<file path="config.mk">
export PLATFORM = sky130hd
export DESIGN_NAME = lidar_frame_parser
export DESIGN_NICKNAME = d
export VERILOG_FILES = /design/src/sv/lfp_pkg.sv /design/src/sv/lfp_accum.sv /design/src/sv/lidar_frame_parser.sv
export SDC_FILE = /design/constraint.sdc
export NUM_CORES = 1
export LEC_CHECK = 0
export BUFFER_PORTS_ARGS = -buffer_cell sky130_fd_sc_hd__buf_4
export CAP_MARGIN = 20
export CORE_ASPECT_RATIO = 1.25
export CORE_UTILIZATION = 40
export CTS_CLUSTER_DIAMETER = 200
export CTS_CLUSTER_SIZE = 30
export DETAILED_ROUTE_END_ITERATION = 8
export HOLD_SLACK_MARGIN = 0.05
export PLACE_DENSITY = 0.69
export RECOVER_POWER = 50
export SETUP_SLACK_MARGIN = 0.5
export SLEW_MARGIN = 20
export SYNTH_ARGS = -nofsm -noshare
export SYNTH_HDL_FRONTEND = slang
export SYNTH_SLANG_ARGS = --single-unit
</file>
<file path="constraint.sdc">
create_clock -name i_clk -period 9.5 [get_ports i_clk]
set_input_delay 0 -clock i_clk [delete_from_list [all_inputs] [get_ports i_clk]]
set_output_delay 0 -clock i_clk [all_outputs]
set_load 0.05 [all_outputs]
</file>
<file path="src/sv/lfp_pkg.sv">
// ----------------------------------------------------------------------------
// lfp_pkg
// shared types and character codes for the lidar frame parser
// ----------------------------------------------------------------------------
package lfp_pkg;

    localparam int unsigned VAL_W = 31;

    localparam logic [7:0] CH_Y = 8'h59;
    localparam logic [7:0] CH_T = 8'h54;
    localparam logic [7:0] CH_E = 8'h45;
    localparam logic [7:0] CH_0 = 8'h30;
    localparam logic [7:0] CH_9 = 8'h39;

    typedef enum logic [2:0] {
        PH_IDLE,
        PH_Y1,
        PH_YY,
        PH_DIST,
        PH_TSEEN,
        PH_TIME
    } t_phase;

    typedef logic [VAL_W-1:0] t_val;

endpackage

</file>
<file path="src/sv/lfp_accum.sv">
// ----------------------------------------------------------------------------
// lfp_accum
// decimal multiply-add of one digit, saturating at the 31-bit maximum
// ----------------------------------------------------------------------------
module lfp_accum (
    input  lfp_pkg::t_val i_acc,
    input  logic [3:0]    i_digit,
    output lfp_pkg::t_val o_sum,
    output logic          o_ovf
);

    localparam int unsigned WIDE_W = lfp_pkg::VAL_W + 4;

    logic [WIDE_W-1:0] wide;

    // acc*10 as (acc<<3)+(acc<<1)
    assign wide = ({4'b0, i_acc} << 3) + ({4'b0, i_acc} << 1)
                + {{(WIDE_W-4){1'b0}}, i_digit};

    assign o_ovf = |wide[WIDE_W-1:lfp_pkg::VAL_W];
    assign o_sum = o_ovf ? '1 : wide[lfp_pkg::VAL_W-1:0];

endmodule

</file>
<file path="src/sv/lidar_frame_parser.sv">
// ----------------------------------------------------------------------------
// lidar_frame_parser
// byte-serial recogniser for YY<digits>T<digits>E frames from a ranging sensor
// ----------------------------------------------------------------------------
// a reading appears on o_valid in the cycle after its 'E' byte is taken
// throughput: one byte per cycle; the path is one decimal multiply-add and compare
// o_ready drops only while a reading waits and the output side stalls
// reset (synchronous, active low) clears the parser, o_valid and the device id
// ----------------------------------------------------------------------------
module lidar_frame_parser (
    input  logic                  i_clk,
    input  logic                  i_rst_n,
    input  logic                  i_cfg_we,
    input  logic                  i_cfg_data,
    input  logic                  i_valid,
    output logic                  o_ready,
    input  logic [7:0]            i_rx_byte,
    output logic                  o_valid,
    input  logic                  i_ready,
    output logic [30:0]           o_distance,
    output logic [30:0]           o_time_value,
    output logic                  o_device
);

    lfp_pkg::t_phase r_phase, n_phase;
    lfp_pkg::t_val   r_dist, n_dist;
    lfp_pkg::t_val   r_time, n_time;
    logic            r_ovf, n_ovf;
    logic            r_device_id;

    logic            r_out_valid;
    lfp_pkg::t_val   r_out_dist;
    lfp_pkg::t_val   r_out_time;
    logic            r_out_dev;

    logic            accept;
    logic            emit;
    logic            is_digit;
    lfp_pkg::t_val   acc_in;
    lfp_pkg::t_val   acc_sum;
    logic            acc_ovf;

    assign o_ready  = !r_out_valid || i_ready;
    assign accept   = i_valid && o_ready;
    assign is_digit = (i_rx_byte >= lfp_pkg::CH_0) && (i_rx_byte <= lfp_pkg::CH_9);
    assign acc_in   = (r_phase == lfp_pkg::PH_TIME) ? r_time : r_dist;

    lfp_accum u_accum (
        .i_acc   (acc_in),
        .i_digit (i_rx_byte[3:0]),
        .o_sum   (acc_sum),
        .o_ovf   (acc_ovf)
    );

    always_comb begin
        n_phase = r_phase;
        n_dist  = r_dist;
        n_time  = r_time;
        n_ovf   = r_ovf;
        emit    = 1'b0;
        if (i_rx_byte == lfp_pkg::CH_E) begin
            emit    = (r_phase == lfp_pkg::PH_TIME) && !r_ovf;
            n_phase = lfp_pkg::PH_IDLE;
            n_dist  = '0;
            n_time  = '0;
            n_ovf   = 1'b0;
        end else if (i_rx_byte == lfp_pkg::CH_Y) begin
            n_phase = (r_phase == lfp_pkg::PH_Y1 || r_phase == lfp_pkg::PH_YY)
                    ? lfp_pkg::PH_YY : lfp_pkg::PH_Y1;
        end else if (is_digit) begin
            unique case (r_phase)
                lfp_pkg::PH_YY: begin
                    n_ovf   = 1'b0;
                    n_dist  = {{(lfp_pkg::VAL_W-4){1'b0}}, i_rx_byte[3:0]};
                    n_time  = '0;
                    n_phase = lfp_pkg::PH_DIST;
                end
                lfp_pkg::PH_DIST: begin
                    n_dist = acc_sum;
                    n_ovf  = r_ovf || acc_ovf;
                end
                lfp_pkg::PH_TSEEN: begin
                    n_time  = {{(lfp_pkg::VAL_W-4){1'b0}}, i_rx_byte[3:0]};
                    n_phase = lfp_pkg::PH_TIME;
                end
                lfp_pkg::PH_TIME: begin
                    n_time = acc_sum;
                    n_ovf  = r_ovf || acc_ovf;
                end
                default: begin
                    n_phase = lfp_pkg::PH_IDLE;
                end
            endcase
        end else if (i_rx_byte == lfp_pkg::CH_T) begin
            n_phase = (r_phase == lfp_pkg::PH_DIST) ? lfp_pkg::PH_TSEEN : lfp_pkg::PH_IDLE;
        end else begin
            n_phase = lfp_pkg::PH_IDLE;
        end
    end

    always_ff @(posedge i_clk) begin
        if (!i_rst_n) begin
            r_phase     <= lfp_pkg::PH_IDLE;
            r_dist      <= '0;
            r_time      <= '0;
            r_ovf       <= 1'b0;
            r_device_id <= 1'b0;
            r_out_valid <= 1'b0;
        end else begin
            if (i_cfg_we) begin
                r_device_id <= i_cfg_data;
            end
            if (accept) begin
                r_phase <= n_phase;
                r_dist  <= n_dist;
                r_time  <= n_time;
                r_ovf   <= n_ovf;
            end
            if (accept && emit) begin
                r_out_valid <= 1'b1;
            end else if (i_ready) begin
                r_out_valid <= 1'b0;
            end
        end
    end

    // result payload, loaded with each reading
    always_ff @(posedge i_clk) begin
        if (accept && emit) begin
            r_out_dist <= r_dist;
            r_out_time <= r_time;
            r_out_dev  <= r_device_id;
        end
    end

    assign o_valid      = r_out_valid;
    assign o_distance   = r_out_dist;
    assign o_time_value = r_out_time;
    assign o_device     = r_out_dev;

    a_end_to_idle: assert property (@(posedge i_clk) disable iff (!i_rst_n)
        (accept && i_rx_byte == lfp_pkg::CH_E) |=> (r_phase == lfp_pkg::PH_IDLE && !r_ovf))
        else $error("parser not idle after end of message");

    a_good_frame_emits: assert property (@(posedge i_clk) disable iff (!i_rst_n)
        (accept && i_rx_byte == lfp_pkg::CH_E && r_phase == lfp_pkg::PH_TIME && !r_ovf)
        |=> r_out_valid)
        else $error("complete frame produced no reading");

    a_new_distance: assert property (@(posedge i_clk) disable iff (!i_rst_n)
        (accept && is_digit && r_phase == lfp_pkg::PH_YY)
        |=> (r_phase == lfp_pkg::PH_DIST && !r_ovf))
        else $error("distance start did not clear overflow");

    a_no_drop: assert property (@(posedge i_clk) disable iff (!i_rst_n)
        (r_out_valid && !i_ready) |=> (r_out_valid && $stable(r_out_dist)))
        else $error("pending reading lost");

endmodule

</file>
After elaboration in Yosys (flattened, before gate mapping)
Cells that the tools add are included.
Word-level totals
  bits in writable memories: 0
  bits of input ports: 14
  memories: 0
  ROM bits: 0
  flip-flop bits (word level): 131
  latch bits: 0
Operators by class
  equal/unequal tests: 10
  multipliers: 0
  add/subtract/negate cells: 2
  mux-type cells: 24
  shifts and indexed selects: 0
  divide/modulo/power cells: 0
  reductions and logical operators: 20
  bitwise logic cells: 0
  $lt $le $gt $ge: 2
Operator list (count)
  $mux 31: 8
  $pmux 31 s3: 1
  $pmux 31 s2: 1
  $add 34x32->35: 1
  $add 35x4->35: 1
  $eq 8x7->1 const B: 3
  $mux 3: 5
  $reduce_and 4->1: 3
  $pmux 3 s3: 1
  $ge 8x6->1 const B: 1
  $le 8x6->1 const B: 1
  $eq 3x2->1 const B: 2
  $eq 3x3->1 const B: 2
  $mux 1: 6
  $reduce_bool 3->1: 2
  $logic_and 1x1->1: 4
  $ne 4x2->1 const B: 1
  $reduce_bool 2->1: 2
  $reduce_bool 4->1: 1
  $reduce_or 4->1: 1
  $eq 3x1->1 const B: 1
  $logic_or 1x1->1: 3
  $logic_not 1->1: 2
  $mux 2: 1
  other kinds (4): 4

Logic depth before layout (Yosys ltp)
Gate-level depths: netlist (run 1).
  word-level depth: 10
  depth in mapped cells: 17
  mapped depth without buffers: 14

Modules after synthesis
A second synthesis (run 1) with hierarchy kept.
Unflattened totals
  cells, all modules: 895
  area total of the unflattened synthesis: 8287.9 sq um
Modules (own cells, without submodules)
  lidar_frame_parser: area each 5677.9 sq um, instances 1, cells each 577
  lfp_accum: area each 2610.0 sq um, instances 1, cells each 318

Least setup slack after synthesis (run 1)
Ideal clock, no wire load.
  path type: register to register
  start: register r_out_valid (netlist: o_valid)
  end: register r_out_dev (netlist: o_device), enable pin
  stages on the path, launching flop included: 4
  library setup time: 643 ps
  path buffers: 0
  data arrival time: 7246 ps
  clock period less this slack: 7889 ps
  setup slack: 1611 ps
  cells stage by stage: dfxtp_1 > nand2_1 > nand2_1 > nor4_1
On the way
  longest elaborated chain between the ends: 4
Ends and longest elaborated chain
  start, declared: line lidar_frame_parser.sv:31  | logic r_out_valid;
  start signal, assigned: line lidar_frame_parser.sv:108  | r_out_valid <= 1'b0;
  start signal, assigned: line lidar_frame_parser.sv:120  | r_out_valid <= 1'b1;
  start signal, assigned: line lidar_frame_parser.sv:122  | r_out_valid <= 1'b0;
  $logic_not 1->1: line lidar_frame_parser.sv:43  | assign o_ready = !r_out_valid || i_ready;
  $logic_or 1x1->1: line lidar_frame_parser.sv:43
  via o_ready: line lidar_frame_parser.sv:16  | output logic o_ready,
  $logic_and 1x1->1: line lidar_frame_parser.sv:44  | assign accept = i_valid && o_ready;
  $logic_and 1x1->1: line lidar_frame_parser.sv:129  | if (accept && emit) begin
  end signal, assigned: line lidar_frame_parser.sv:132  | r_out_dev <= r_device_id;
  end, declared: line lidar_frame_parser.sv:34  | logic r_out_dev;
The timed path passes the listed nets, and every way through them passes these cells.
A chain may end at the register's enable or synchronous reset.

Worst setup path in the final report (run 1)
  start: register r_phase[1]
  end: register r_dist[8]
On the way
  longest elaborated chain between the ends: 10
Ends and longest elaborated chain
  start, declared: line lidar_frame_parser.sv:25  | lfp_pkg::t_phase r_phase, n_phase;
  start signal, assigned: line lidar_frame_parser.sv:103  | r_phase <= lfp_pkg::PH_IDLE;
  start signal, assigned: line lidar_frame_parser.sv:114  | r_phase <= n_phase;
  $eq 3x3->1: line lidar_frame_parser.sv:46  | assign acc_in = (r_phase == lfp_pkg::PH_TIME) ? r_time : r_dist;
  $mux 31: line lidar_frame_parser.sv:46
  $add 34x32->35: line lfp_accum.sv:17  | assign wide = ({4'b0, i_acc} << 3) + ({4'b0, i_acc} << 1)
  $add 35x4->35: line lfp_accum.sv:18  | + {{(WIDE_W-4){1'b0}}, i_digit};
  $reduce_or 4->1: line lfp_accum.sv:20  | assign o_ovf = |wide[WIDE_W-1:lfp_pkg::VAL_W];
  $mux 31: line lfp_accum.sv:21  | assign o_sum = o_ovf ? '1 : wide[lfp_pkg::VAL_W-1:0];
  $pmux 31 s2: line lidar_frame_parser.sv:71  | unique case (r_phase)
  $mux 31: line lidar_frame_parser.sv:70  | end else if (is_digit) begin
  $mux 31: line lidar_frame_parser.sv:67  | end else if (i_rx_byte == lfp_pkg::CH_Y) begin
  $mux 31: line lidar_frame_parser.sv:61  | if (i_rx_byte == lfp_pkg::CH_E) begin
  end signal, assigned: line lidar_frame_parser.sv:115  | r_dist <= n_dist;
  end, declared: line lidar_frame_parser.sv:26  | lfp_pkg::t_val r_dist, n_dist;
Several ways; a longest one is shown, not always the timed one. The select of a mux whose other input is x is not followed.

==> impl_metrics.ini, run 1 <==
[sta]
fin_crit_sh_pct = 53.96
fin_crit_ps = 5126
skew_ps = 9.310
tns_ps = 0
worst_slew_pin_slew_ps = 1079
finalHoldViolations = 0
slew_headroom_pct = 27.64
rsz0062_at_grt = no
setup_violations = 0
fmax_mhz = 195.1
fin_ws_ps = 4374
final_max_slew_viol_count = 0

[clock_tree]
cts_buffer_depth = 2
cts_tree = yes
cts-buffers-inserted = 17
insertion_delay_ps = 410
cts-root-buf = clkbuf_16
cts.repair.resized = 0
cts_max_level = 4
clk_pin_slew_ps = 60
numClockSinks = 131

[synthesis]
synthTopCellsByArea = edfxtp_1, dfxtp_1, ha_1
post-synth-top-area-cell = edfxtp_1
ys_seq_elements = 131
synth_top_area_share_pct = 24.56
synth_enable_flop_cells = 63
yosys.area_share.simple_pct = 13.90
synth.lib_cells_used.distinct = 79
synthCells = 773
synthXorXnorAreaFrac_pct = 2.046
yosys_warnings = 0
synth_compound_area_share_pct = 23.11
synth_seq_area_share_pct = 42.23
synth_area_mm2 = 0.007704
postSynth.asyncResetShare_pct = 0
synthAdderAreaFrac_pct = 10.43
syn-num-nets = 850
syn_avg_cell_area_um2 = 9.966
synth_flop_cell = dfxtp_1
synth_mux_area_share_pct = 4.775
synth_top_family_by_area = compound AO/OA/AOI/OAI gates

[die]
rows = 56
fp.coreArea_mm2 = 0.01885
die-area_mm2 = 0.01982
die_h_um = 157.2
io_pins = 79
start_util_pct = 40.87
die_x_um = 126.1

[setup_path]
cp-start-kind = flop
crit_path_end = r_dist[8]
ff2ff_path_depth = 15
max_stage_delay_ps = 510
crit_cells = 15
crit_required_ps = 9750
reg2reg_to = r_dist[8]
cp.buffers_inverters = 2
crit_path_frequent_cell = ha_1
rrSetupSlack_ps = 4370
criticalPathCategory = reg -> reg
crit_start = r_phase[1]
worstPathCellList = nand3b_1, buf_4, mux2_2, ha_1, ha_1, fa_1, a211oi_1, o311a_1, o21ai_0, a31oi_1, o31ai_1, a211o_1, a21oi_4, buf_16, a311oi_1
rr_startpoint = r_phase[1]
cp_slowest_cell = a21oi_4
cp_max_fo = 35
endpoint_kind = flop
arrival_ps = 5380
critPathTopFamily = compound AO/OA/AOI/OAI gates

[power]
pwr-share-clk_pct = 54.1
power_leakage_nw = 3.483
power_w = 0.001328
power_density_mw_per_mm2 = 149.0
power_frac_comb_pct = 1.7
switching_share_pct = 20.00
p_switching_w = 0.0002655
p_int_w = 0.001062
power_frac_seq_pct = 44.2
ir_drop_mv = 0.09416

[hold_path]
hp-class = in -> reg

[cells_and_area]
drive_above_1_share_pct = 11.37
num-nets-final = 917
final_core_util_pct = 47.28
antenna_cells = 0
final_cell_mix = nand2_1, clkbuf_1, dfxtp_1
finalNonFillerCells = 1085
final_common_cell = nand2_1
n_fill_cell = 1729
syn2layout_area_growth_pct = 15.67

[placement]
port-buffer-count = 78
dp_hpwl_um = 14540
place_inst = 1045
dpl_worst_slack_ps = 4401
gp_congestion = 0.9536

[grt]
track_usage_pct = 20.13
grt_pass1_wl_um = 31480
grt_max_degree = 65
grt_pass1_vias = 6134
gr-total-overflow = 0
antenna_found_initial = 0

[run_status]
outcome = finished, final reports clean

[run]
drv_cap = 0

[route]
drcViolationCount = 0
drtIter0Drc = 633
ant_nets = 0
vias_per_cell = 6.076
drt_wl_total_um = 20420
drt_first_pass_iters = 5
wire_per_inst_um = 18.82
via_count = 6592
worst min-delay path, delay by kind of cell:
family	cells	cell delay, ps
buffers and inverters	1	120
AOI/OAI and AO/OA	2	200
and+or+nand+nor	2	120
area by class of cell:
type	instances	area [um2]	share of cell area, %
flip-flops and latches	131	3253	36.51
multi-input cells	584	4192	47.04
clock inverters	13	207.7	2.331
well taps	232	290.3	3.258
inverters	14	52.55	0.5897
clock buffers	19	432.9	4.858
repair buffers	92	483.0	5.420
stage by stage:
| stage | hold WS, ps | instance area (um2) |
|---|---|---|
| after floorplan | 137.0 | 7704 |
| after global placement | 248.0 | 8411 |
| after detailed placement | 260.2 | 8438 |
| after CTS | 76.19 | 9159 |
| after global routing | 122.5 | 8911 |
| final | 82.23 | 8911 |
cells by family after synthesis:
logic type      Yosys count
fa+ha+maj                63
flops                   131
mux                      33
buf+inv                  58
simple gates            213
compound gates          257
xor+xnor                 18
synth_stat cells, types with 7 or more instances:
cell,count
nand3_1,13
xnor2_1,8
a22oi_1,8
o21a_1,7
nand2_1,83
o31ai_1,9
ha_1,61
nor2_1,38
o21ai_1,7
a21o_1,15
nor4_1,7
clkbuf_1,28
nor3_1,9
xor2_1,10
buf_2,7
and2_1,10
a21oi_1,65
o211ai_1,7
inv_1,14
dfxtp_1,68
a31oi_1,7
a211oi_1,14
nand4_1,10
o21ai_0,43
a311oi_1,25
edfxtp_1,63
mux2_2,30
registers in the layout, summed over array words and instances (netlist names):
register and count:
o_distance 31, o_time_value 31, r_dist 31, r_time 31, r_phase 3, o_device 1, o_valid 1, r_device_id 1
r_ovf 1
worst min-delay path by stage:
stage / startpoint / to / slack, ps / depth (start not counted)
finish: i_rx_byte[4] / r_phase[2] / 80 / 5
global route: i_rx_byte[4] / r_phase[2] / 120 / 5
CTS: i_rx_byte[4] / r_phase[2] / 80 / 5
detailed placement: i_cfg_data / r_device_id / 260 / 3
global placement: i_cfg_data / r_device_id / 250 / 3
floorplan: i_rx_byte[0] / r_dist[0] / 140 / 2
what timing repair did:
action                                 4_1_cts  5_1_grt
endpoints found under the hold margin       15        0
hold buffers                                 8        0
setup endpoints to repair                    0        0
buffers inserted                             0        0
power groups by stage:
stage                     clock [W]  combinational, W  sequential (W)
after floorplan                   0         0.0000111        0.000599
after global placement            0         0.0000196        0.000599
after detailed placement          0         0.0000194        0.000600
after CTS                  0.000721         0.0000225        0.000587
after global routing       0.000746         0.0000242        0.000587
final                      0.000718         0.0000224        0.000587
routing by layer:
metal | track usage, % | wire (um) | vias up | part of all wire [%]
met5 | 0 | 0 | - | 0
met4 | 10.21 | 674 | 0 | 3.3
met3 | 2.583 | 1040 | 50 | 5.1
met2 | 34.70 | 10100 | 260 | 49
met1 | 24.70 | 8604 | 3150 | 42
li1 | - | - | 3132 | -
(Power assumes the default switching activity.)
==> inputs of run 2 (changes only) <==
--- a/config.mk
+++ b/config.mk
@@ -13,7 +13,7 @@
 export CTS_CLUSTER_SIZE = 30
 export DETAILED_ROUTE_END_ITERATION = 8
 export HOLD_SLACK_MARGIN = 0.05
-export PLACE_DENSITY = 0.69
+export PLACE_DENSITY = 0.71
 export RECOVER_POWER = 50
 export SETUP_SLACK_MARGIN = 0.5
 export SLEW_MARGIN = 20
==> constraint.sdc (replaced) <==
create_clock -name i_clk -period 4.15 [get_ports i_clk]
set_input_delay 0 -clock i_clk [delete_from_list [all_inputs] [get_ports i_clk]]
set_output_delay 0 -clock i_clk [all_outputs]
set_load 0.05 [all_outputs]
==> run 2 against run 1 <==
Power up 130%. Clock-buffer cell count unchanged. Critical path depth up 2. Non-clock buffer count up 102. Final cell count up 9.4%. Die area unchanged. Via count up 12%. Sequential cell count unchanged. Largest cell class unchanged.
==> impl_metrics.ini, run 2 (synthesis gave the netlist of run 1 again) <==
[placement]
port-buffer-count = 78
place_area_mm2 = 0.009415
gp_congestion = 0.9132
dp_hpwl_um = 16210
dpl_worst_slack_ps = -44.91

[setup_path]
crit_required_ps = 4420
arrival_ps = 4410
cp_slowest_cell = or4_4
crit_path_frequent_cell = buf_12
rr_startpoint = r_phase[1]
max_stage_delay_ps = 550
cp_max_fo = 11
worstPathCellList = nand3b_1, buf_4, mux2_2, inv_1, fa_1, inv_2, ha_4, a211oi_4, o311a_4, o221a_4, and4b_1, nor4_4, or4_4, a21oi_4, buf_12, buf_12, a311oi_1
crit_start = r_phase[1]
cp-start-kind = flop
criticalPathCategory = reg -> reg
endpoint_kind = flop

[die]
die_h_um = 157.2
rows = 56
fp.coreArea_mm2 = 0.01885
die-area_mm2 = 0.01982
die_x_um = 126.1
io_pins = 79
start_util_pct = 40.87

[clock_tree]
cts_buffer_depth = 2
cts-root-buf = clkbuf_16
clk_pin_slew_ps = 60
cts-buffers-inserted = 17
insertion_delay_ps = 410
cts_tree = yes
cts_max_level = 4
numClockSinks = 131

[route]
drtIter0Drc = 914
ant_nets = 0
drt_first_pass_iters = 7
vias_per_cell = 6.233
drt_wl_total_um = 24860
drcViolationCount = 0
via_count = 7398
wire_per_inst_um = 20.95

[sta]
worst_slew_pin_slew_ps = 1053
fin_crit_sh_pct = 99.69
rsz0062_at_grt = yes
fin_ws_ps = 12.97
fmax_mhz = 241.7
finalHoldViolations = 0
final_max_slew_viol_count = 0
setup_violations = 0
skew_ps = 10.80
slew_headroom_pct = 29.52
fin_crit_ps = 4137

[cells_and_area]
multi_input_area_mm2 = 0.005333
final_area_mm2 = 0.01102
final_common_cell = buf_4
seqCellArea_mm2 = 0.003253
syn2layout_area_growth_pct = 43.04
drive_above_1_share_pct = 34.14
antenna_cells = 0
final_cell_mix = buf_4, nand2_1, dfxtp_1
n_fill_cell = 1448
num-nets-final = 1019

[grt]
grt_pass1_wl_um = 37330
grt_max_degree = 62
grt_pass1_vias = 7049
track_usage_pct = 23.98
use_met2_pct = 42.36
use_met3_pct = 3.263
grt.busiest_layer = met2
gr-usage-met1_pct = 28.60
gr-total-overflow = 0
antenna_found_initial = 0

[hold_path]
hp-class = in -> reg
worstHoldStart = i_rx_byte[4]

[run_status]
outcome = finished, final reports clean

[power]
power_density_mw_per_mm2 = 272.2
power_leakage_nw = 4.185
ir_drop_mv = 0.2560

[run]
drv_cap = 0
## run 2: metrics by stage
stage	util [%]	hold WS (ps)	total power, W	std cells	TNS [ps]
floorplan	-	137.0	0.001399	773	0
global placement	49.95	241.1	0.001420	1136	-28.18
detailed placement	49.95	249.3	0.001421	1136	-179.8
CTS	58.03	63.38	0.002996	1180	0
global route	58.46	117.2	0.003064	1187	-5141
finish	58.46	85.27	0.002999	1187	0
## run 2: where the power goes
part	internal, W	switching [W]
registers	0.00134	0.000000651
logic	0.0000241	0.0000362
clock network	0.00101	0.000588
total	0.00237	0.000625
## run 2: path summary, 6_finish.rpt
kind / to / slack (ps) / cells past startpoint
worst max register to register: r_dist[4] / 10 / 17
worst min-delay path: r_phase[2] / 90 / 5
worst max-delay path: r_dist[4] / 10 / 17
worst min register to register: o_device / 440 / 0
## run 2: what timing repair did
action,4_1_cts,5_1_grt
setup endpoints to repair,63,63
gates resized for setup,116,29
hold endpoints to repair,15,0
pin swaps,37,14
setup buffers,5,3
hold buffers,7,0
gates cloned,0,3
## run 2: worst max-delay path, delay by kind of cell (launching register included)
| kind | cells | cell delay [ps] |
|---|---|---|
| adders and majority gates | 2 | 650 |
| and+or+nand+nor | 4 | 1050 |
| muxes | 1 | 340 |
| buffers and inverters | 5 | 630 |
| DFF | 1 | 340 |
| AOI/OAI and AO/OA | 5 | 990 |
## run 2: layout make-up
class                      count  share of cell area (%)
clock inverter                13                   1.669
multi-input combinational    584                   48.39
sequential                   131                   29.52
clock buffer                  19                   3.929
tap                          232                   2.634
timing repair buffer         194                   13.38
inverter                      14                  0.4769
## run 2: metal layers
layer | vias to the layer above | routed length (um)
met5 | - | 0
met4 | 0 | 1022
met3 | 88 | 1471
met2 | 387 | 12450
met1 | 3600 | 9920
li1 | 3323 | -
==> inputs of run 3 (changes only) <==
--- a/config.mk
+++ b/config.mk
@@ -12,8 +12,9 @@
 export CTS_CLUSTER_DIAMETER = 200
 export CTS_CLUSTER_SIZE = 30
 export DETAILED_ROUTE_END_ITERATION = 8
+export GPL_TIMING_DRIVEN = 1
 export HOLD_SLACK_MARGIN = 0.05
-export PLACE_DENSITY = 0.71
+export PLACE_DENSITY = 0.64
 export RECOVER_POWER = 50
 export SETUP_SLACK_MARGIN = 0.5
 export SLEW_MARGIN = 20
==> run 3 against run 2 <==
The flow now finishes with violations (negative setup slack). Clock-buffer cell count is 2 lower. Power is 0.59% lower. Non-clock buffer count is 33 higher. Sequential power hardly changed. Critical path depth stayed put. First-iteration DRC count is 41% lower. Clock skew is 0.56 ps lower. Register-to-register slack worse by 100 ps. Wire length is 4.0% higher. Sequential cell count stayed put. Critical path type unchanged. Highest routed layer unchanged.
==> impl_metrics.ini, run 3 (synthesis gave the netlist of run 1 again) <==
[setup_path]
endpoint_kind = flop
cp_max_fo = 8
arrival_ps = 4540
criticalPathCategory = reg -> reg
cp-start-kind = flop
crit_required_ps = 4460

[route]
wire_per_inst_um = 21.20
drcViolationCount = 0
ant_nets = 0
drt_wl_total_um = 25870
drtIter0Drc = 535
drt_first_pass_iters = 5
vias_per_cell = 6.041
via_count = 7370

[grt]
grt_pass1_wl_um = 37330
grt_max_degree = 39
track_usage_pct = 24.53
antenna_found_initial = 0
grt_pass1_vias = 6877
gr-total-overflow = 0

[run_status]
outcome = finished with violations
failed_checks = negative setup slack

[sta]
fmax_mhz = 236.0
fin_ws_ps = -87.49
rsz0062_at_grt = yes
timing.hold.ws_ps = 73.89
fin_crit_sh_pct = 102.1
final_max_slew_viol_count = 0
slew_headroom_pct = 24.12
tns_ps = -1996
finalHoldViolations = 0
setup_violations = 39
skew_ps = 10.24
fin_crit_ps = 4237
worst_slew_pin_slew_ps = 1134

[die]
die_h_um = 157.2
rows = 56
io_pins = 79
die-area_mm2 = 0.01982
die_x_um = 126.1
start_util_pct = 40.87
fp.coreArea_mm2 = 0.01885

[cells_and_area]
final_cell_mix = buf_4, nand2_1, dfxtp_1
n_fill_cell = 1450
final_common_cell = buf_4
drive_above_1_share_pct = 39.07
num-nets-final = 1052
syn2layout_area_growth_pct = 47.78
finalNonFillerCells = 1220
antenna_cells = 0

[placement]
gp_congestion = 0.9433
place_inst = 1137
port-buffer-count = 78
dp_hpwl_um = 16660

[clock_tree]
insertion_delay_ps = 430
numClockSinks = 131
cts_max_level = 4
cts_tree = yes
cts-root-buf = clkbuf_16
cts-buffers-inserted = 17
cts_buffer_depth = 2
clk_pin_slew_ps = 60

[power]
p_switching_w = 0.0006555
power_w = 0.002981
pwr-share-clk_pct = 53.0
switching_share_pct = 21.99
power_density_mw_per_mm2 = 261.9
ir_drop_mv = 0.1861
power_leakage_nw = 4.353
p_int_w = 0.002326
power_frac_seq_pct = 45.1
power_frac_comb_pct = 2.0

[hold_path]
hp-class = in -> reg

[run]
drv_cap = 0
run 3: cell types whose count changed in the layout (fill, tap and decap cells not counted), sizes merged:
cell	previous run	this run
buf	140	169
bufinv	4	3
clkbuf	66	68
clkinv	8	3
clkinvlp	1	3
inv	14	20
run 3: critical path, cell delays in order (launching register included):
cell and delay [ps]:
dfxtp_2 320, nand3b_1 170, buf_6 170, buf_6 130, buf_16 140, mux2_4 330, ha_4 260, ha_4 310
nand4_1 290, nor4_4 450, nor3_4 90, o211a_1 250, or4_4 560, a21oi_4 180, buf_6 140, buf_12 110
buf_16 140, a21oi_1 70
run 3: through the flow:
stage / util (%) / setup slack, ps / instance area (um2)
2_1_floorplan: - / 85.78 / 8001
3_3_place_gp: 49.66 / -60.58 / 9360
3_5_place_dp: 49.66 / -76.93 / 9360
4_1_cts: 57.79 / 35.58 / 10890
5_1_grt: 60.40 / -148.7 / 11380
6_report: 60.40 / -87.49 / 11380
run 3: routing by layer:
metal	global-route usage (%)	vias up	part of all wire (%)
li1	-	3397	-
met1	29.01	3587	38
met2	44.57	322	52
met3	3.399	64	5.9
met4	10.04	0	3.4
met5	0	-	0
run 3: path summary, 6_finish.rpt:
kind / start / to / slack [ps] / cells after the start
hold / removal: i_rx_byte[3] / r_dist[3] / 70 / 5
setup reg to reg: r_phase[1] / r_dist[3] / -90 / 17
hold reg to reg: r_device_id / o_device / 440 / 0
setup / recovery: r_phase[1] / r_dist[3] / -90 / 17
run 3: final cells by class:
cell class	instances	area, um2	area share, %
tap	232	290.3	2.550
timing repair buffer	227	1740	15.29
multi-input combinational	584	5428	47.68
sequential	131	3254	28.59
clock buffer	17	425.4	3.737
clock inverter	15	193.9	1.703
inverter	14	52.55	0.4616
run 3: power by group through the flow:
stage | sequential (W) | combinational [W] | clock (W)
final | 0.00134 | 0.0000590 | 0.00158
after floorplan | 0.00137 | 0.0000278 | 0
after detailed placement | 0.00137 | 0.0000496 | 0
after global routing | 0.00134 | 0.0000628 | 0.00163
after CTS | 0.00134 | 0.0000566 | 0.00158
after global placement | 0.00137 | 0.0000496 | 0
run 3: repair_timing:
item,4_1_cts,5_1_grt
resized for setup,98,101
buffers inserted,22,17
hold buffers,7,0
endpoints found under the setup margin,63,63
cloned,5,0
pin swaps,40,60
hold endpoints to repair,15,0
